### src/design/magnitude_phase_unwrap_core_defines.svh
// Assertion macros for the magnitude and phase core.
`ifndef MAGNITUDE_PHASE_UNWRAP_CORE_DEFINES_SVH
`define MAGNITUDE_PHASE_UNWRAP_CORE_DEFINES_SVH

`ifndef ASSERT_OFF
`define MPU_ASSERT_CLK(lbl, clk, rst, prop, msg) \
   lbl: assert property (@(posedge clk) disable iff (rst) prop) \
      else $error(msg);
`define MPU_ASSERT(lbl, prop, msg) \
   `MPU_ASSERT_CLK(lbl, clock, reset, prop, msg)
`else
`define MPU_ASSERT_CLK(lbl, clk, rst, prop, msg)
`define MPU_ASSERT(lbl, prop, msg)
`endif

`endif

### src/design/mpu_pkg.sv
package mpu_pkg;

   localparam int SAMPLE_WIDTH_DEF    = 16;
   localparam int CORDIC_STAGES_DEF   = 16;
   localparam int PHASE_ACC_WIDTH_DEF = 32;

   // operand fraction bits and angle register width (pi = 2^31 inside the chain)
   localparam int GUARD_BITS  = 24;
   localparam int Z_WIDTH     = 34;
   localparam int ANGLE_SHIFT = 16;

   localparam int PHASE_WIDTH = 17;
   localparam logic signed [PHASE_WIDTH-1:0] PHASE_PI      = 17'sd32768;
   localparam logic signed [PHASE_WIDTH-1:0] PHASE_HALF_PI = 17'sd16384;
   localparam logic signed [Z_WIDTH-1:0]     Z_QUARTER     = 34'sd1073741824;

   // atan(2^-i), pi = 2^31
   localparam logic [31:0] MPU_ATAN [32] = '{
      32'h20000000, 32'h12E4051E, 32'h09FB385B, 32'h051111D4, 32'h028B0D43, 32'h0145D7E1,
      32'h00A2F61E, 32'h00517C55, 32'h0028BE53, 32'h00145F2F, 32'h000A2F98, 32'h000517CC,
      32'h00028BE6, 32'h000145F3, 32'h0000A2FA, 32'h0000517D, 32'h000028BE, 32'h0000145F,
      32'h00000A30, 32'h00000518, 32'h0000028C, 32'h00000146, 32'h000000A3, 32'h00000051,
      32'h00000029, 32'h00000014, 32'h0000000A, 32'h00000005, 32'h00000003, 32'h00000001,
      32'h00000001, 32'h00000000
   };

   typedef struct packed {
      logic                          valid;
      logic                          first;
      logic                          axis;
      logic signed [PHASE_WIDTH-1:0] axis_phase;
   } mpu_tag_type;

endpackage

### src/design/mpu_unwrap.sv
`include "magnitude_phase_unwrap_core_defines.svh"

module mpu_unwrap #(
   parameter int SAMPLE_WIDTH    = 16,
   parameter int RAD_WIDTH       = 32,
   parameter int PHASE_ACC_WIDTH = 32
) (
   input  logic                                       clock,
   input  logic                                       reset,
   input  logic                                       advance,
   input  mpu_pkg::mpu_tag_type                       tag_i,
   input  logic signed [mpu_pkg::Z_WIDTH-1:0]         z_i,
   input  logic [RAD_WIDTH-1:0]                       rad_i,
   input  logic [RAD_WIDTH-1:0]                       root_i,
   output logic                                       rsp_valid,
   output logic [SAMPLE_WIDTH-1:0]                    rsp_amplitude,
   output logic signed [mpu_pkg::PHASE_WIDTH-1:0]     rsp_wrapped_phase,
   output logic signed [PHASE_ACC_WIDTH-1:0]          rsp_unwrapped_phase,
   output logic                                       rsp_saturated
);
   import mpu_pkg::*;

   localparam int PC_WIDTH = Z_WIDTH - ANGLE_SHIFT;
   localparam logic signed [Z_WIDTH-1:0]  ROUND_HALF = Z_WIDTH'(PHASE_PI);
   localparam logic signed [PC_WIDTH-1:0] P_MAX = PC_WIDTH'(PHASE_PI);
   localparam logic signed [PC_WIDTH-1:0] P_MIN = -P_MAX;
   localparam logic signed [PHASE_ACC_WIDTH-1:0] ACC_MAX = {1'b0, {(PHASE_ACC_WIDTH-1){1'b1}}};
   localparam logic signed [PHASE_ACC_WIDTH-1:0] ACC_MIN = {1'b1, {(PHASE_ACC_WIDTH-1){1'b0}}};
   localparam logic signed [PHASE_ACC_WIDTH:0] SUM_HI = (PHASE_ACC_WIDTH+1)'(ACC_MAX);
   localparam logic signed [PHASE_ACC_WIDTH:0] SUM_LO = (PHASE_ACC_WIDTH+1)'(ACC_MIN);
   localparam logic signed [ANGLE_SHIFT-1:0] STEP_MIN = {1'b1, {(ANGLE_SHIFT-1){1'b0}}};

   // stage A: round the angle, finish the root
   logic signed [Z_WIDTH-1:0] z_round;
   logic signed [PC_WIDTH-1:0] p_coarse;
   logic signed [PHASE_WIDTH-1:0] a_phase_in, a_phase_ff;
   logic [SAMPLE_WIDTH-1:0] a_amp_in, a_amp_ff;
   logic a_valid_ff, a_first_ff;

   always_comb begin
      z_round  = z_i + ROUND_HALF;
      p_coarse = z_round[Z_WIDTH-1:ANGLE_SHIFT];
      if (tag_i.axis) begin
         a_phase_in = tag_i.axis_phase;
      end else if (p_coarse > P_MAX) begin
         a_phase_in = PHASE_PI;
      end else if (p_coarse < P_MIN) begin
         a_phase_in = -PHASE_PI;
      end else begin
         a_phase_in = PHASE_WIDTH'(p_coarse);
      end
      a_amp_in = (rad_i > root_i) ? SAMPLE_WIDTH'(root_i + 1'b1) : SAMPLE_WIDTH'(root_i);
   end

   always_ff @(posedge clock) begin
      if (reset) begin
         a_valid_ff <= 1'b0;
      end else if (advance) begin
         a_valid_ff <= tag_i.valid;
      end
   end

   always_ff @(posedge clock) begin
      if (advance) begin
         a_first_ff <= tag_i.first;
         a_phase_ff <= a_phase_in;
         a_amp_ff   <= a_amp_in;
      end
   end

   // stage B: unwrap against the previous request's phase
   logic signed [PHASE_WIDTH-1:0] prev_ff;
   logic signed [PHASE_ACC_WIDTH-1:0] acc_in, acc_ff;
   logic have_ff, sat_in, rsp_valid_ff, rsp_sat_ff;
   logic signed [PHASE_WIDTH:0] dp;
   logic signed [ANGLE_SHIFT-1:0] dp_low;
   logic signed [PHASE_WIDTH-1:0] dps;
   logic signed [PHASE_ACC_WIDTH:0] sum;
   logic [SAMPLE_WIDTH-1:0] rsp_amp_ff;
   logic signed [PHASE_WIDTH-1:0] rsp_phase_ff;

   always_comb begin
      dp     = (PHASE_WIDTH+1)'(a_phase_ff) - (PHASE_WIDTH+1)'(prev_ff);
      dp_low = dp[ANGLE_SHIFT-1:0];
      // a step of exactly half a turn keeps the sign of the raw step
      if (dp_low == STEP_MIN && dp > 0) begin
         dps = PHASE_PI;
      end else begin
         dps = PHASE_WIDTH'(dp_low);
      end
      sum = (PHASE_ACC_WIDTH+1)'(acc_ff) + (PHASE_ACC_WIDTH+1)'(dps);
      sat_in = 1'b0;
      if (a_first_ff || !have_ff) begin
         acc_in = PHASE_ACC_WIDTH'(a_phase_ff);
      end else if (sum > SUM_HI) begin
         acc_in = ACC_MAX;
         sat_in = 1'b1;
      end else if (sum < SUM_LO) begin
         acc_in = ACC_MIN;
         sat_in = 1'b1;
      end else begin
         acc_in = PHASE_ACC_WIDTH'(sum);
      end
   end

   always_ff @(posedge clock) begin
      if (reset) begin
         rsp_valid_ff <= 1'b0;
         prev_ff      <= '0;
         acc_ff       <= '0;
         have_ff      <= 1'b0;
      end else if (advance) begin
         rsp_valid_ff <= a_valid_ff;
         if (a_valid_ff) begin
            prev_ff <= a_phase_ff;
            acc_ff  <= acc_in;
            have_ff <= 1'b1;
         end
      end
   end

   always_ff @(posedge clock) begin
      if (advance) begin
         rsp_amp_ff   <= a_amp_ff;
         rsp_phase_ff <= a_phase_ff;
         rsp_sat_ff   <= sat_in;
      end
   end

   assign rsp_valid           = rsp_valid_ff;
   assign rsp_amplitude       = rsp_amp_ff;
   assign rsp_wrapped_phase   = rsp_phase_ff;
   assign rsp_unwrapped_phase = acc_ff;
   assign rsp_saturated       = rsp_sat_ff;

   `MPU_ASSERT(sat_at_limit, rsp_valid && rsp_saturated |-> acc_ff == ACC_MAX || acc_ff == ACC_MIN, "saturated flag without a clamped accumulator")
   `MPU_ASSERT(phase_in_range, rsp_valid |-> rsp_wrapped_phase <= PHASE_PI && rsp_wrapped_phase >= -PHASE_PI, "wrapped phase out of range")
   `MPU_ASSERT(first_passes, advance && a_valid_ff && a_first_ff |=> !rsp_saturated && rsp_unwrapped_phase == PHASE_ACC_WIDTH'(rsp_wrapped_phase), "series start not passed through")
   `MPU_ASSERT(zero_vector_phase, rsp_valid && rsp_amplitude == '0 |-> rsp_wrapped_phase == '0, "zero vector with non-zero phase")

endmodule

### config.mk
export PLATFORM = sky130hd
export DESIGN_NAME = mpu_unwrap
export DESIGN_NICKNAME = d
export VERILOG_FILES = /design/src/design/mpu_pkg.sv /design/src/design/mpu_unwrap.sv
export VERILOG_INCLUDE_DIRS = /design/src /design/src/design
export SDC_FILE = /design/constraint.sdc
export NUM_CORES = 1
export LEC_CHECK = 0
export BUFFER_PORTS_ARGS = -buffer_cell sky130_fd_sc_hd__buf_2
export CORE_MARGIN = 8
export CORE_UTILIZATION = 35
export CTS_CLUSTER_DIAMETER = 40
export DETAILED_ROUTE_END_ITERATION = 10
export GPL_TIMING_DRIVEN = 0
export PLACE_DENSITY = 0.67
export SYNTH_ARGS = -nofsm -noshare
export SYNTH_HDL_FRONTEND = slang
export SYNTH_SLANG_ARGS = --single-unit
### constraint.sdc
create_clock -name clock -period 6.3 [get_ports clock]
set_clock_uncertainty 0.1 [all_clocks]
set_input_delay 0.945 -clock clock [delete_from_list [all_inputs] [get_ports clock]]
set_output_delay 0.945 -clock clock [all_outputs]
set_load 0.02 [all_outputs]
==> qor.tcl <==
set qor(layout-drive-gt1-share) 0.2232
set qor(static-leakage-power_uw) 0.004529
set qor(achievable-frequency_ghz) 0.1633
set qor(design_power_total_uw) 2664
set qor(regToRegEndpoint) {rsp_unwrapped_phase[0]}
set qor(clock_sink_count) 120
set qor(crit_type) {reg -> reg}
set qor(crit_start) {a_phase_ff[0]}
set qor(track_usage) 0.1550
set qor(first_global_vias) 7372
set qor(maxCapViolCount) 0
set qor(library_cell_with_the_highest_instance_count_after_synthesis) {sky130_fd_sc_hd__nand2_1}
set qor(globalRouteOverflowTotal) 0
set qor(r2r_slack_ps) 180
set qor(die_h_um) 172.0
set qor(placement_rows) 57
set qor(synth_largest_area_cell) {sky130_fd_sc_hd__edfxtp_1}
set qor(hold_worst_slack_ps) 314.5
set qor(critical_path_peak_fanout) 8
set qor(synth.yosys.seq_area_share) 0.3618
set qor(hold_start) {a_amp_ff[11]}
set qor(fraction_of_registers_with_async_set_or_reset_after_synthesis) 0
set qor(setup-violations-final) 0
set qor(flow.area_growth_from_synthesis_pct) 23.04
set qor(period_share) 0.9720
set qor(finalCriticalPeriod_ps) 6124
set qor(cts_max_level) 4
set qor(dpl.hpwl_um) 18500
set qor(synth-edff-count) 68
set qor(number_of_storage_elements_in_the_synthesis_netlist) 120
set qor(portBuffers) 167
set qor(route.detailed.drc) 0
set qor(routed_wire_length_per_instance_um) 15.52
set qor(regToRegStartpoint) {a_phase_ff[0]}
set qor(n_antenna_cell) 0
set qor(powerDensity_nw_per_um2) 254.1
set qor(status) {complete, no violations}
set qor(startpoint_class_of_the_critical_path) {flop}
set qor(finalSetupTns_ps) 0
set qor(setup.worst_path.end_class) {flop}
set qor(timing_worst_slew_pin_value_ps) 903.4
set qor(synthesis.area_um2) 8521
set qor(finalWeightedCongestion) 0.9119
set qor(synth.top_cells.by_count) {sky130_fd_sc_hd__nand2_1 (133), sky130_fd_sc_hd__a21oi_1 (96), sky130_fd_sc_hd__ha_1 (83)}
set qor(grt_antenna_before_repair) 1
set qor(clock_tree.root_cell) {sky130_fd_sc_hd__clkbuf_16}
set qor(fp.dieW_um) 172.0
set qor(worst_ep_arrival_time_ps) 6280
set qor(drv_slew) 0
set qor(grt_first_pass_wirelength_um) 36820
set qor(yosys-top-cells-area) {sky130_fd_sc_hd__edfxtp_1 (24%), sky130_fd_sc_hd__dfxtp_1 (12%), sky130_fd_sc_hd__ha_1 (12%)}
set qor(avgSynthCellArea_um2) 8.839
set qor(dr.first_iter.drc_count) 449
set qor(synth_cell_type_count) 77
set qor(post_drt_via_cell_ratio) 5.134
set qor(maxSlewHeadroom) 0.3977
set qor(finalWirelength_um) 23250
set qor(hold_class) {reg -> reg}
set qor(via_count) 7691
set qor(clock_tree_from_tritoncts) {yes}
set qor(ctsHoldBuffers) 0
set qor(floorplan.initialDensity) 0.3535
set qor(cts.path.max_buffers) 2
set qor(floorplan.die_area_um2) 29590
set qor(hold_fails_final_rpt) 0
set qor(post-synth-top-area-fraction) 0.2396
set qor(dr.pass1.iters) 5
set qor(finalWorstSetupSlack_ps) 176.3
set qor(worst_skew_pair.late_latency_ps) 420
set qor(ios) 188
set qor(placeableCoreArea_um2) 24110
set qor(synth_flop_cell) {sky130_fd_sc_hd__edfxtp_1}
set qor(ant_nets) 0
set qor(cts-buffers-inserted) 17
set qor(grt_max_degree) 73
set qor(clk_pin_slew_ps) 60
set qor(pre_cts_slack_ps) -380.5
set qor(vdd_drop_max_mv) 0.1432
set qor(ys_warn_count) 0
set qor(syn_nets) 1170
set qor(worst_ep_required_time_ps) 6460
set qor(worst-r2r-cell-count) 24
set qor(netlist_instances) 964
set qor(crit_end) {rsp_unwrapped_phase[0]}
set qor(nNetsFinal) 1367
## worst max-delay path, stage by stage (launching register included)
cell and delay, ps:
sky130_fd_sc_hd__edfxtp_1 440, sky130_fd_sc_hd__inv_1 70, sky130_fd_sc_hd__ha_1 230, sky130_fd_sc_hd__fa_2 390, sky130_fd_sc_hd__nor2b_4 120, sky130_fd_sc_hd__o31a_1 190
sky130_fd_sc_hd__o21a_1 130, sky130_fd_sc_hd__nor2_1 50, sky130_fd_sc_hd__xnor2_1 170, sky130_fd_sc_hd__nand4bb_1 220, sky130_fd_sc_hd__or4_1 430, sky130_fd_sc_hd__or4_1 450
sky130_fd_sc_hd__o31a_4 420, sky130_fd_sc_hd__buf_4 200, sky130_fd_sc_hd__buf_4 170, sky130_fd_sc_hd__ha_2 380, sky130_fd_sc_hd__o21a_1 150, sky130_fd_sc_hd__o21ai_0 90
sky130_fd_sc_hd__a32o_1 250, sky130_fd_sc_hd__o211ai_1 100, sky130_fd_sc_hd__o21ai_1 120, sky130_fd_sc_hd__nor3b_4 300, sky130_fd_sc_hd__nor2_4 110, sky130_fd_sc_hd__nor2_1 520
sky130_fd_sc_hd__a211oi_1 160
## through the flow
step                area, um2  cells    util
floorplan                8521    964       -
global placement         9762   1455  0.4050
detailed placement       9764   1455  0.4051
CTS                     10330   1487  0.4285
global route            10480   1498  0.4349
finish                  10480   1498  0.4349
## worst min path at each step
stage	to	slack, ps	depth (start not counted)
6_report	rsp_amplitude[11]	310	0
5_1_grt	rsp_amplitude[11]	320	0
4_1_cts	rsp_amplitude[11]	320	0
3_5_place_dp	rsp_amplitude[15]	300	0
3_3_place_gp	rsp_amplitude[6]	300	0
2_1_floorplan	rsp_amplitude[0]	300	0
## registers in the layout, summed over array words and instances (netlist names)
signal	count
rsp_wrapped_phase	17
rsp_unwrapped_phase	32
rsp_amplitude	16
a_phase_ff	17
a_amp_ff	16
rsp_valid	1
prev_ff	17
rsp_saturated	1
a_valid_ff	1
a_first_ff	1
have_ff	1
## cell families (layout without fill, tap and decap cells)
family                   after synthesis  in the layout  share of synthesized area
AND/OR/NAND/NOR                      304            304                     0.1740
multiplexers                           4              4                   0.004846
buffers and inverters                 96            306                    0.04523
adder cells (fa/ha/maj)               85             85                     0.1266
AO/OA/AOI/OAI                        286            286                     0.2166
XOR/XNOR                              69             69                    0.07093
flip-flops                           120            120                     0.3618
## report_power, final
part	internal (uW)	switching [uW]	total, uW
Combinational	330	496	825
Sequential	886	31.9	918
Clock	518	402	920
Total	1730	930	2660
## layer usage
layer | global-route usage | part of all wire
met2 | 0.2599 | 0.48
met4 | 0.05135 | 0.020
met3 | 0.04087 | 0.060
met1 | 0.1905 | 0.44
met5 | 0 | 0.00039
## area by class of cell
cell class	instances	area, um2
buffer	31	143.9
clock inverter	15	131.4
timing repair buffer	178	920.9
multi-input combinational	748	5130
tap	324	405.4
clock buffer	17	425.4
inverter	65	244.0
fill	2419	13620
sequential	120	3083
## cell usage in the layout, fill, tap and decap left out, types with 8 or more instances in the layout
master                        n
sky130_fd_sc_hd__nand4_1     12
sky130_fd_sc_hd__buf_2      171
sky130_fd_sc_hd__o21a_1      11
sky130_fd_sc_hd__inv_6        8
sky130_fd_sc_hd__o22ai_1     12
sky130_fd_sc_hd__clkbuf_1    17
sky130_fd_sc_hd__buf_4       15
sky130_fd_sc_hd__clkbuf_16   17
sky130_fd_sc_hd__edfxtp_1    68
sky130_fd_sc_hd__nor3_1      15
sky130_fd_sc_hd__ha_1        80
sky130_fd_sc_hd__o211ai_1    11
sky130_fd_sc_hd__nor2_1      50
sky130_fd_sc_hd__a211oi_1     8
sky130_fd_sc_hd__xnor2_1     46
sky130_fd_sc_hd__dfxtp_1     52
sky130_fd_sc_hd__o21ai_2     12
sky130_fd_sc_hd__o21ai_0     56
sky130_fd_sc_hd__xor2_1      23
sky130_fd_sc_hd__nand3_1     23
sky130_fd_sc_hd__nor4_1       9
sky130_fd_sc_hd__a31oi_1      8
sky130_fd_sc_hd__and3_1       9
sky130_fd_sc_hd__nand2_1    133
sky130_fd_sc_hd__a21o_1      25
sky130_fd_sc_hd__inv_1       65
sky130_fd_sc_hd__nand2b_1     9
sky130_fd_sc_hd__a21oi_1     96
## what timing repair did
| item | 4_1_cts | 5_1_grt |
|---|---|---|
| setup buffers | 0 | 11 |
| endpoints found under the setup margin | 32 | 31 |
| gates cloned | 0 | 0 |
| pin swaps | 1 | 6 |
| resized for setup | 4 | 14 |
Note: power is estimated with default switching activity, not from simulation.
