## config.mk

```make
export PLATFORM = sky130hd
export DESIGN_NAME = mpu_front
export DESIGN_NICKNAME = d
export VERILOG_FILES = /design/src/design/magnitude_phase_unwrap_core_defines.svh /design/src/design/mpu_pkg.sv /design/src/design/mpu_front.sv
export SDC_FILE = /design/constraint.sdc
export NUM_CORES = 1
export LEC_CHECK = 0
export BUFFER_PORTS_ARGS = -buffer_cell sky130_fd_sc_hd__buf_2
export CAP_MARGIN = 20
export CORE_AREA = 4 4 213 215
export DETAILED_ROUTE_END_ITERATION = 16
export DIE_AREA = 0 0 217 219
export HOLD_SLACK_MARGIN = 0.12
export PLACE_DENSITY = 0.73
export SETUP_SLACK_MARGIN = 0.3
export SKIP_CTS_REPAIR_TIMING = 1
export SLEW_MARGIN = 20
export SYNTH_ARGS = -nofsm -noshare
export SYNTH_HDL_FRONTEND = slang
export SYNTH_SLANG_ARGS = --single-unit
```

## constraint.sdc

```tcl
create_clock -name clock -period 29.7 [get_ports clock]
set_clock_uncertainty 0.15 [all_clocks]
set_input_delay 4.455 -clock clock [delete_from_list [all_inputs] [get_ports clock]]
set_output_delay 4.455 -clock clock [all_outputs]
set_load 0.02 [all_outputs]
```

## src/design/magnitude_phase_unwrap_core_defines.svh

```systemverilog
// Assertion macros for the magnitude and phase core.
`ifndef MAGNITUDE_PHASE_UNWRAP_CORE_DEFINES_SVH
`define MAGNITUDE_PHASE_UNWRAP_CORE_DEFINES_SVH

`ifndef ASSERT_OFF
`define MPU_ASSERT_CLK(lbl, clk, rst, prop, msg) \
   lbl: assert property (@(posedge clk) disable iff (rst) prop) \
      else $error(msg);
`define MPU_ASSERT(lbl, prop, msg) \
   `MPU_ASSERT_CLK(lbl, clock, reset, prop, msg)
`else
`define MPU_ASSERT_CLK(lbl, clk, rst, prop, msg)
`define MPU_ASSERT(lbl, prop, msg)
`endif

`endif

```

## src/design/mpu_pkg.sv

```systemverilog
package mpu_pkg;

   localparam int SAMPLE_WIDTH_DEF    = 16;
   localparam int CORDIC_STAGES_DEF   = 16;
   localparam int PHASE_ACC_WIDTH_DEF = 32;

   // operand fraction bits and angle register width (pi = 2^31 inside the chain)
   localparam int GUARD_BITS  = 24;
   localparam int Z_WIDTH     = 34;
   localparam int ANGLE_SHIFT = 16;

   localparam int PHASE_WIDTH = 17;
   localparam logic signed [PHASE_WIDTH-1:0] PHASE_PI      = 17'sd32768;
   localparam logic signed [PHASE_WIDTH-1:0] PHASE_HALF_PI = 17'sd16384;
   localparam logic signed [Z_WIDTH-1:0]     Z_QUARTER     = 34'sd1073741824;

   // atan(2^-i), pi = 2^31
   localparam logic [31:0] MPU_ATAN [32] = '{
      32'h20000000, 32'h12E4051E, 32'h09FB385B, 32'h051111D4, 32'h028B0D43, 32'h0145D7E1,
      32'h00A2F61E, 32'h00517C55, 32'h0028BE53, 32'h00145F2F, 32'h000A2F98, 32'h000517CC,
      32'h00028BE6, 32'h000145F3, 32'h0000A2FA, 32'h0000517D, 32'h000028BE, 32'h0000145F,
      32'h00000A30, 32'h00000518, 32'h0000028C, 32'h00000146, 32'h000000A3, 32'h00000051,
      32'h00000029, 32'h00000014, 32'h0000000A, 32'h00000005, 32'h00000003, 32'h00000001,
      32'h00000001, 32'h00000000
   };

   typedef struct packed {
      logic                          valid;
      logic                          first;
      logic                          axis;
      logic signed [PHASE_WIDTH-1:0] axis_phase;
   } mpu_tag_type;

endpackage

```

## src/design/mpu_front.sv

```systemverilog
module mpu_front #(
   parameter int SAMPLE_WIDTH = 16,
   parameter int XY_WIDTH     = 42,
   parameter int RAD_WIDTH    = 32
) (
   input  logic                              clock,
   input  logic                              reset,
   input  logic                              advance,
   input  logic                              req_valid,
   input  logic [SAMPLE_WIDTH-1:0]           req_re,
   input  logic [SAMPLE_WIDTH-1:0]           req_im,
   input  logic                              req_first,
   output mpu_pkg::mpu_tag_type              tag_o,
   output logic signed [XY_WIDTH-1:0]        x_o,
   output logic signed [XY_WIDTH-1:0]        y_o,
   output logic signed [mpu_pkg::Z_WIDTH-1:0] z_o,
   output logic [RAD_WIDTH-1:0]              rad_o
);
   import mpu_pkg::*;

   logic [SAMPLE_WIDTH-1:0] abs_re, abs_im;
   logic signed [SAMPLE_WIDTH+GUARD_BITS-1:0] re_scaled, im_scaled;
   logic signed [XY_WIDTH-1:0] x_raw, y_raw;

   mpu_tag_type s1_tag_in, s1_tag_ff, s2_tag_ff;
   logic [RAD_WIDTH-1:0] s1_sq_re_in, s1_sq_re_ff, s1_sq_im_in, s1_sq_im_ff, s2_rad_ff;
   logic signed [XY_WIDTH-1:0] s1_x_in, s1_x_ff, s1_y_in, s1_y_ff, s2_x_ff, s2_y_ff;
   logic signed [Z_WIDTH-1:0] s1_z_in, s1_z_ff, s2_z_ff;

   always_comb begin
      abs_re = req_re[SAMPLE_WIDTH-1] ? (~req_re + 1'b1) : req_re;
      abs_im = req_im[SAMPLE_WIDTH-1] ? (~req_im + 1'b1) : req_im;
      s1_sq_re_in = {{(RAD_WIDTH-SAMPLE_WIDTH){1'b0}}, abs_re}
                  * {{(RAD_WIDTH-SAMPLE_WIDTH){1'b0}}, abs_re};
      s1_sq_im_in = {{(RAD_WIDTH-SAMPLE_WIDTH){1'b0}}, abs_im}
                  * {{(RAD_WIDTH-SAMPLE_WIDTH){1'b0}}, abs_im};

      re_scaled = {req_re, {GUARD_BITS{1'b0}}};
      im_scaled = {req_im, {GUARD_BITS{1'b0}}};
      x_raw = XY_WIDTH'(re_scaled);
      y_raw = XY_WIDTH'(im_scaled);

      // left half-plane: rotate by a quarter turn into the right half
      if (x_raw < 0) begin
         if (y_raw >= 0) begin
            s1_x_in = y_raw;
            s1_y_in = -x_raw;
            s1_z_in = Z_QUARTER;
         end else begin
            s1_x_in = -y_raw;
            s1_y_in = x_raw;
            s1_z_in = -Z_QUARTER;
         end
      end else begin
         s1_x_in = x_raw;
         s1_y_in = y_raw;
         s1_z_in = '0;
      end

      s1_tag_in.valid = req_valid;
      s1_tag_in.first = req_first;
      s1_tag_in.axis  = (req_im == '0) || (req_re == '0);
      if (req_im == '0) begin
         s1_tag_in.axis_phase = req_re[SAMPLE_WIDTH-1] ? PHASE_PI : '0;
      end else begin
         s1_tag_in.axis_phase = req_im[SAMPLE_WIDTH-1] ? -PHASE_HALF_PI : PHASE_HALF_PI;
      end
   end

   always_ff @(posedge clock) begin
      if (reset) begin
         s1_tag_ff.valid <= 1'b0;
         s2_tag_ff.valid <= 1'b0;
      end else if (advance) begin
         s1_tag_ff <= s1_tag_in;
         s2_tag_ff <= s1_tag_ff;
      end
   end

   always_ff @(posedge clock) begin
      if (advance) begin
         s1_sq_re_ff <= s1_sq_re_in;
         s1_sq_im_ff <= s1_sq_im_in;
         s1_x_ff     <= s1_x_in;
         s1_y_ff     <= s1_y_in;
         s1_z_ff     <= s1_z_in;
         s2_rad_ff   <= s1_sq_re_ff + s1_sq_im_ff;
         s2_x_ff     <= s1_x_ff;
         s2_y_ff     <= s1_y_ff;
         s2_z_ff     <= s1_z_ff;
      end
   end

   assign tag_o = s2_tag_ff;
   assign x_o   = s2_x_ff;
   assign y_o   = s2_y_ff;
   assign z_o   = s2_z_ff;
   assign rad_o = s2_rad_ff;

endmodule

```

==> summary.txt, run 1 <==
Timing
  • RSZ-0062 raised after global routing: no
  • FMAX: 0.0715 GHz
  • Final setup vio count: 0
  • Slew @ Worst Pin: 1.09 ns
  • Fin. Hold Viols: 0
  • Final Cycle Share: 47.1%
  • Fin. max-slew vios: 0
  • Hold Slack: 0.263 ns
  • Headroom to the max-slew limit: 27.1%
  • Sum Neg Setup Slack: 0 ns
  • Fin crit period: 13.99 ns

Drt
  • Drt wl/cell: 17.6 um
  • Detailed Routing Iterations Pass 1: 7
  • Number of antenna-violating nets in the routed design: 0
  • DRC violations left: 0
  • Vias: 16154
  • DR vias/cell: 5.31
  • Initial DRC Count: 1513
  • Post-detailed-routing wire length: 53.4 mm

Die
  • Width of the die: 217 um
  • Core area: 43700 um^2
  • Die Y: 219 um
  • Die area: 47500 um^2
  • # rows: 77
  • Initial Utilization: 52.9%
  • Ports: 207

Worst setup path
  • CP max stage cell: a221oi_1
  • Critical path fanouts, max: 17
  • Most numerous cell on the critical path: fa_1
  • Crit Path Class: primary input to flop
  • Max stage delay on crit path: 0.82 ns
  • R2R setup slack: 26.11 ns
  • Critical Path RT: 29.77 ns
  • Reg2Reg Depth: 9
  • Worst r2r src: s1_sq_im_ff[3]
  • Arrival @ worst endpoint: 14.07 ns
  • Crit path launch: req_re[0]
  • Setup crit start kind: primary input
  • Critical Path End Type: flop

Synth
  • Post-synth top flop: edfxtp_1
  • EDFF count, synth: 180
  • #FFs+latches synth: 182
  • Area fraction of the dominant cell type after synthesis: 28.6%
  • YS warnings: 0
  • Mapped Cells: 2338
  • Synth Cell Area: 23200 um^2
  • Mapped Avg Cell Area: 9.90 um^2
  • Number of unique standard cell types used by synthesis: 75
  • Share of the yosys chip area belonging to registers: 23.5%
  • Post-synthesis async set-or-reset flop share: 0%
  • Top cells by area, synth: fa_1, edfxtp_1, ha_1
  • Cell accounting for the most synthesized area: fa_1

Finish
  • Final #Nets: 3025
  • Final cell area excluding filler cells: 24600 um^2
  • Share of cells above drive strength 1: 7.81%
  • P&R area growth vs syn: 6.37%
  • Post-Route Utilization: 56.3%
  • Filler Cells Inserted: 3782

Placed design
  • Port bufs: 114
  • Placer Congestion: 0.955
  • DP Wirelength: 44.0 mm
  • Area after DPL: 24000 um^2

Clocking
  • Clock transition at the registers of the reported paths: 0.09 ns
  • TritonCTS clock tree: done
  • Clock root cell: clkbuf_16
  • Inserted Clock Buffers: 17
  • Clock Tree Buf Depth: 2
  • Htree depth: 4
  • Worst-skew pair later-pin latency: 0.46 ns
  • Num Clock Sinks: 182

Min path
  • Hold path start: s1_x_ff[38]
  • Hold Path Stages: 0
  • Worst min path class: flop to flop

Run
  • Max-Cap Viols: 0

GRT
  • Largest net degree at the start of global routing: 89
  • Number of global-route vias before repair: 16588
  • First-pass GRT wire length: 86.7 mm
  • Initial antenna violation count: 1
  • Remaining global-route overflow: 0
  • Tot GR Track Use: 23.0%

Run status
  • Status: complete, no violations
kinds of logic (layout without fill, tap and decap cells):
kind of cell | Yosys count | in the layout | share of synthesized area, %
fa+ha+maj | 555 | 555 | 40.7
buf+inv | 667 | 682 | 12.5
other cells | 1 | 96 | 0.0162
flops | 182 | 182 | 23.5
mux | 4 | 4 | 0.178
xor+xnor | 135 | 135 | 5.22
simple gates | 492 | 492 | 9.52
compound gates | 302 | 302 | 8.37
worst paths after layout:
path	endpoint
min	x_o[38]
max	s1_sq_re_ff[31]
max reg2reg	rad_o[31]
min reg2reg	x_o[38]
cells in the final DEF, fill, tap and decap left out, drive strengths merged, types with 17 or more instances in the layout:
master and n:
xor2 42, inv 510, a21oi 112, a21o 54, buf 136, conb 94, nor2 182, ha 224
nor3 18, xnor2 93, nand3 17, edfxtp 180, o21ai 44, and2 26, nand2 177, clkbuf 18
fa 331
worst max-delay path: cells and delay by family:
family | cells | cell delay [ns]
xor gates and xnor gates | 1 | 0.58
AOI/OAI and AO/OA | 6 | 1.85
buffers and inverters | 8 | 1.30
adders and majority gates | 8 | 3.73
and+or+nand+nor | 8 | 2.13
through the flow:
step,std cells,setup slack [ns]
floorplan,2431,16.92
global placement,3006,15.81
detailed placement,3006,15.42
CTS,3038,15.89
global route,3038,15.29
finish,3040,15.71
flip-flops by register name, indices dropped and copies added, names as in the netlist:
signal,cells
s1_x_ff,18
s1_sq_re_ff,31
tag_o,6
s1_y_ff,18
rad_o,32
s1_sq_im_ff,31
z_o,2
s1_z_ff,2
y_o,18
s1_tag_ff,6
x_o,18
area by class of cell:
cell class,count,area (um^2),area share [%]
Sequential cell,182,5450,22.1
Tap cell,592,741,3.01
Timing Repair Buffer,136,746,3.03
Clock inverter,14,153,0.620
Multi-Input combinational cell,1582,15200,61.6
Inverter,514,1930,7.83
Clock buffer,18,429,1.74
Antenna cell,2,5.00,0.0203
cell usage after synthesis, types with 7 or more instances:
master / instances
fa_1: 331
ha_1: 224
o31ai_1: 8
nor2_1: 182
and3_1: 10
nand2_1: 176
xnor2_1: 93
nor3_1: 17
a21o_1: 54
inv_1: 499
clkbuf_1: 51
a21oi_1: 112
nor2b_1: 15
clkinv_1: 12
xor2_1: 40
nand2b_1: 13
o21ai_0: 41
edfxtp_1: 180
and2_1: 25
a211oi_1: 7
a31oi_1: 11
o21bai_1: 11
o21a_1: 7
nand4_1: 10
buf_4: 94
nand3_1: 17
layer usage:
| layer | wire, um | global-route usage [%] |
|---|---|---|
| met1 | 22000 | 31.8 |
| met2 | 25200 | 36.7 |
| met3 | 4360 | 4.54 |
| met4 | 1790 | 7.63 |
| met5 | 0 | 0 |
Power of run 1 is not shown: default switching activity piles up to over one toggle a cycle in this logic, so the estimate is an artifact.
==> inputs of run 2 (changes only) <==
Clock period 29.7 ns to 13.8 ns, I/O delays scaled along.
==> run 2 against run 1 <==
Worst setup slack worse by 14 ns. Utilization up 0.074 points. Final cell count about the same.
==> summary.txt, run 2 (synthesis gave the netlist of run 1 again) <==
Run status
  • Status: complete, no violations

Finish
  • Number of flip-flops in the largest register: 32
  • Share of cells above drive strength 1: 7.85%
  • Filler Cells Inserted: 3777
  • P&R area growth vs syn: 6.51%
  • Most frequent cells in the layout: inv_1, fa_1, ha_1, nor2_1, edfxtp_1
  • Final #Nets: 3026
  • Commonest non-fill, non-tap cell in the layout: inv_1

Die
  • Die Y: 219 um
  • Core area: 43700 um^2
  • Width of the die: 217 um
  • Initial Utilization: 52.9%
  • Die area: 47500 um^2
  • Ports: 207
  • # rows: 77

Timing
  • Slew @ Worst Pin: 1.09 ns
  • Final setup vio count: 0
  • Fin. Hold Viols: 0
  • Fin. max-slew vios: 0
  • Final Cycle Share: 84.8%
  • Sum Neg Setup Slack: 0 ns
  • Headroom to the max-slew limit: 27.2%
  • Fin crit period: 11.70 ns
  • RSZ-0062 raised after global routing: no
  • FMAX: 0.0854 GHz

Worst setup path
  • Crit Path Class: primary input to flop
  • Most numerous cell on the critical path: fa_1
  • Arrival @ worst endpoint: 11.77 ns
  • Critical path fanouts, max: 17
  • Max stage delay on crit path: 0.79 ns
  • Setup crit start kind: primary input
  • Critical Path RT: 13.86 ns
  • Critical Path End Type: flop
  • CP max stage cell: a221oi_1

Placed design
  • Placer Congestion: 0.960
  • DP Wirelength: 44.3 mm
  • Port bufs: 114

Clocking
  • Clock transition at the registers of the reported paths: 0.08 ns
  • Num Clock Sinks: 182
  • TritonCTS clock tree: done
  • Inserted Clock Buffers: 17
  • Clock Tree Buf Depth: 2
  • Clock root cell: clkbuf_16
  • Htree depth: 4
  • Worst-skew pair later-pin latency: 0.45 ns

GRT
  • Initial antenna violation count: 1
  • Number of global-route vias before repair: 16752
  • Largest net degree at the start of global routing: 89
  • First-pass GRT wire length: 87.6 mm
  • Tot GR Track Use: 23.2%
  • Remaining global-route overflow: 0

Run
  • Max-Cap Viols: 0

Min path
  • Worst min path class: flop to flop

Drt
  • Metal3 WL: 4.08 mm
  • Drt wl/cell: 17.7 um
  • Number of antenna-violating nets in the routed design: 0
  • Post-detailed-routing wire length: 53.8 mm
  • Initial DRC Count: 1477
  • Detailed Routing Iterations Pass 1: 5
  • Highest Signal Layer: met4
  • M1 wire length: 22.6 mm
  • DRC violations left: 0
  • Vias: 16194
  • DR vias/cell: 5.32
  • Routed wl met2: 25.2 mm
==> run 2: cell types whose count changed in the layout (fill, tap and decap cells not counted), sizes merged <==
cell	before	now
clkbuf	18	17
diode	2	4
bufinv	0	1
buf	136	137
==> run 2: stage by stage <==
stage / instances / setup WS [ns] / hold WS [ns] / area, um^2 / utilization [%]
3_5_place_dp: 3007 / 1.86 / 0.255 / 24000 / 55.0
2_1_floorplan: 2431 / 3.41 / 0.250 / 23500 / -
5_1_grt: 3039 / 1.68 / 0.269 / 24700 / 56.4
6_report: 3043 / 2.10 / 0.265 / 24700 / 56.4
3_3_place_gp: 3007 / 2.28 / 0.252 / 24000 / 55.0
4_1_cts: 3039 / 2.34 / 0.269 / 24700 / 56.4
==> run 2: path summary, 6_finish.rpt <==
check                    end       startpoint  cells after the start  slack (ns)
min                  x_o[24]      s1_x_ff[24]                      0        0.27
max reg2reg        rad_o[31]  s1_sq_im_ff[10]                      9       10.17
min reg2reg          x_o[24]      s1_x_ff[24]                      0        0.27
max          s1_sq_re_ff[31]        req_re[0]                     29        2.10
==> run 2: routing by layer <==
layer / vias up / GRT usage, %
met5: - / 0
met4: 0 / 8.35
met3: 108 / 4.18
met2: 666 / 37.1
met1: 7988 / 32.1
li1: 7432 / -
==> run 2: final cells by class <==
type / count / area (um^2) / area share [%]
clock buffer: 17 / 425 / 1.72
inverter: 514 / 1930 / 7.82
timing repair buffer: 137 / 749 / 3.04
tap: 592 / 741 / 3.00
sequential: 182 / 5450 / 22.1
clock inverter: 15 / 180 / 0.731
multi-input combinational: 1582 / 15200 / 61.6
antenna: 4 / 10.0 / 0.0406
==> run 2: worst max-delay path, delay by kind of cell <==
family | cells | cell delay [ns]
adder cells (fa/ha/maj) | 8 | 3.67
AO/OA/AOI/OAI | 7 | 2.08
buffers and inverters | 7 | 1.33
XOR/XNOR | 1 | 0.68
AND/OR/NAND/NOR | 6 | 1.94
Power of run 2 is left out for the same reason.
==> inputs of run 3 (changes only) <==
Settings changed: PLACE_DENSITY 0.73 to 0.75.
Clock period 13.8 ns to 10.2 ns, I/O delays scaled along.
==> run 3 against run 2 <==
Sequential share of layout area is 0.18 points lower. Global-route usage is 0.66 points higher. Critical path depth is 4 lower. Hold slack worse by 0.0016 ns. First-iteration DRC count is 14% lower. Worst setup slack worse by 1.3 ns. Utilization is 0.46 points higher. Die area stayed put. Wire length is 3.3% higher. Final cell count is 0.82% higher. Clock-buffer cell count is 1 higher. Via count is 0.78% higher. Critical path type unchanged. Largest cell class unchanged.
==> summary.txt, run 3 (synthesis gave the netlist of run 1 again) <==
Finish
  • Post-Layout Cell Count: 3068
  • Commonest non-fill, non-tap cell in the layout: inv_1
  • Most frequent cells in the layout: inv_1, fa_1, ha_1, nor2_1, edfxtp_1
  • Filler Cells Inserted: 3720
  • Final #Nets: 3054
  • Number of flip-flops in the largest register: 32
  • Final cell area excluding filler cells: 24900 um^2
  • Share of cells above drive strength 1: 8.89%
  • P&R area growth vs syn: 7.37%

Worst setup path
  • Critical Path RT: 10.22 ns
  • Critical path fanouts, max: 10
  • Critical Path End Type: flop
  • Setup crit start kind: primary input
  • Crit Path Class: primary input to flop
  • R2R setup slack: 6.67 ns
  • Arrival @ worst endpoint: 9.43 ns

Clocking
  • Num Clock Sinks: 182
  • Inserted Clock Buffers: 17
  • Clock transition at the registers of the reported paths: 0.07 ns
  • Worst-skew pair later-pin latency: 0.44 ns
  • Htree depth: 4
  • Clock Tree Buf Depth: 2
  • Clock root cell: clkbuf_16
  • TritonCTS clock tree: done

Drt
  • Detailed Routing Iterations Pass 1: 5
  • DR vias/cell: 5.32
  • Initial DRC Count: 1274
  • DRC violations left: 0
  • Number of antenna-violating nets in the routed design: 0
  • Post-detailed-routing wire length: 55.6 mm
  • Drt wl/cell: 18.1 um
  • Vias: 16321

GRT
  • Initial antenna violation count: 1
  • Number of global-route vias before repair: 17180
  • First-pass GRT wire length: 89.6 mm
  • Largest net degree at the start of global routing: 109
  • Tot GR Track Use: 23.9%
  • Remaining global-route overflow: 0

Timing
  • Fin. max-slew vios: 0
  • Slew @ Worst Pin: 1.10 ns
  • Sum Neg Setup Slack: 0 ns
  • Fin. Hold Viols: 0
  • Headroom to the max-slew limit: 26.5%
  • Final setup vio count: 0
  • RSZ-0062 raised after global routing: no
  • Final Cycle Share: 92.2%
  • FMAX: 0.106 GHz
  • Fin crit period: 9.41 ns

Run status
  • Status: complete, no violations

Die
  • Initial Utilization: 52.9%
  • Width of the die: 217 um
  • # rows: 77
  • Core area: 43700 um^2
  • Die Y: 219 um
  • Ports: 207
  • Die area: 47500 um^2

Min path
  • Worst min path class: flop to flop

Placed design
  • Placer Congestion: 0.950
  • Port bufs: 114
  • DP Wirelength: 46.0 mm
  • Area after DPL: 24200 um^2
  • Placed Cells: 3035

Run
  • Max-Cap Viols: 0
## run 3: through the flow
stage               setup WS, ns  utilization [%]  hold slack [ns]
floorplan                  0.347                -            0.250
CTS                        0.741             56.8            0.263
finish                     0.794             56.8            0.264
global placement           0.532             55.4            0.251
detailed placement         0.303             55.4            0.255
global route               0.361             56.8            0.265
## run 3: critical path: stages
cell and delay (ns):
buf_2 0.14, or4_4 0.55, or3_4 0.37, or4_4 0.46, o21ai_0 0.23, xnor2_1 0.18, buf_4 0.23, nand2_1 0.09
fa_1 0.55, fa_1 0.50, inv_1 0.05, fa_1 0.52, fa_1 0.44, fa_1 0.54, inv_1 0.05, fa_1 0.53
inv_1 0.04, ha_1 0.34, and3_1 0.21, and4_1 0.24, a2111oi_0 0.73, o211ai_1 0.37, a21oi_1 0.28, o31ai_1 0.11
xor2_1 0.15
## run 3: final timing paths
| path | from | to | depth (start not counted) |
|---|---|---|---|
| setup / recovery | req_im[3] | s1_sq_im_ff[30] | 25 |
| hold / removal | s1_x_ff[24] | x_o[24] | 0 |
| setup reg to reg | s1_sq_im_ff[2] | rad_o[28] | 11 |
| hold reg to reg | s1_x_ff[24] | x_o[24] | 0 |
## run 3: routing by layer
layer / wire length, um / up-vias / track usage, % / share of wire (%)
li1: - / 7482 / - / -
met1: 22300 / 8063 / 31.5 / 40
met2: 27100 / 660 / 40.0 / 49
met3: 4040 / 116 / 3.81 / 7.3
met4: 2290 / 0 / 9.12 / 4.1
met5: 0 / - / 0 / 0
## run 3: layout make-up
class,instances,area [um^2],share of cell area (%)
clock buffer,18,429,1.73
inverter,514,1930,7.76
sequential,182,5450,21.9
multi-input combinational,1582,15200,61.1
antenna,1,2.50,0.0101
timing repair buffer,165,960,3.86
tap,592,741,2.98
clock inverter,14,176,0.710
Power of run 3 is left out for the same reason.
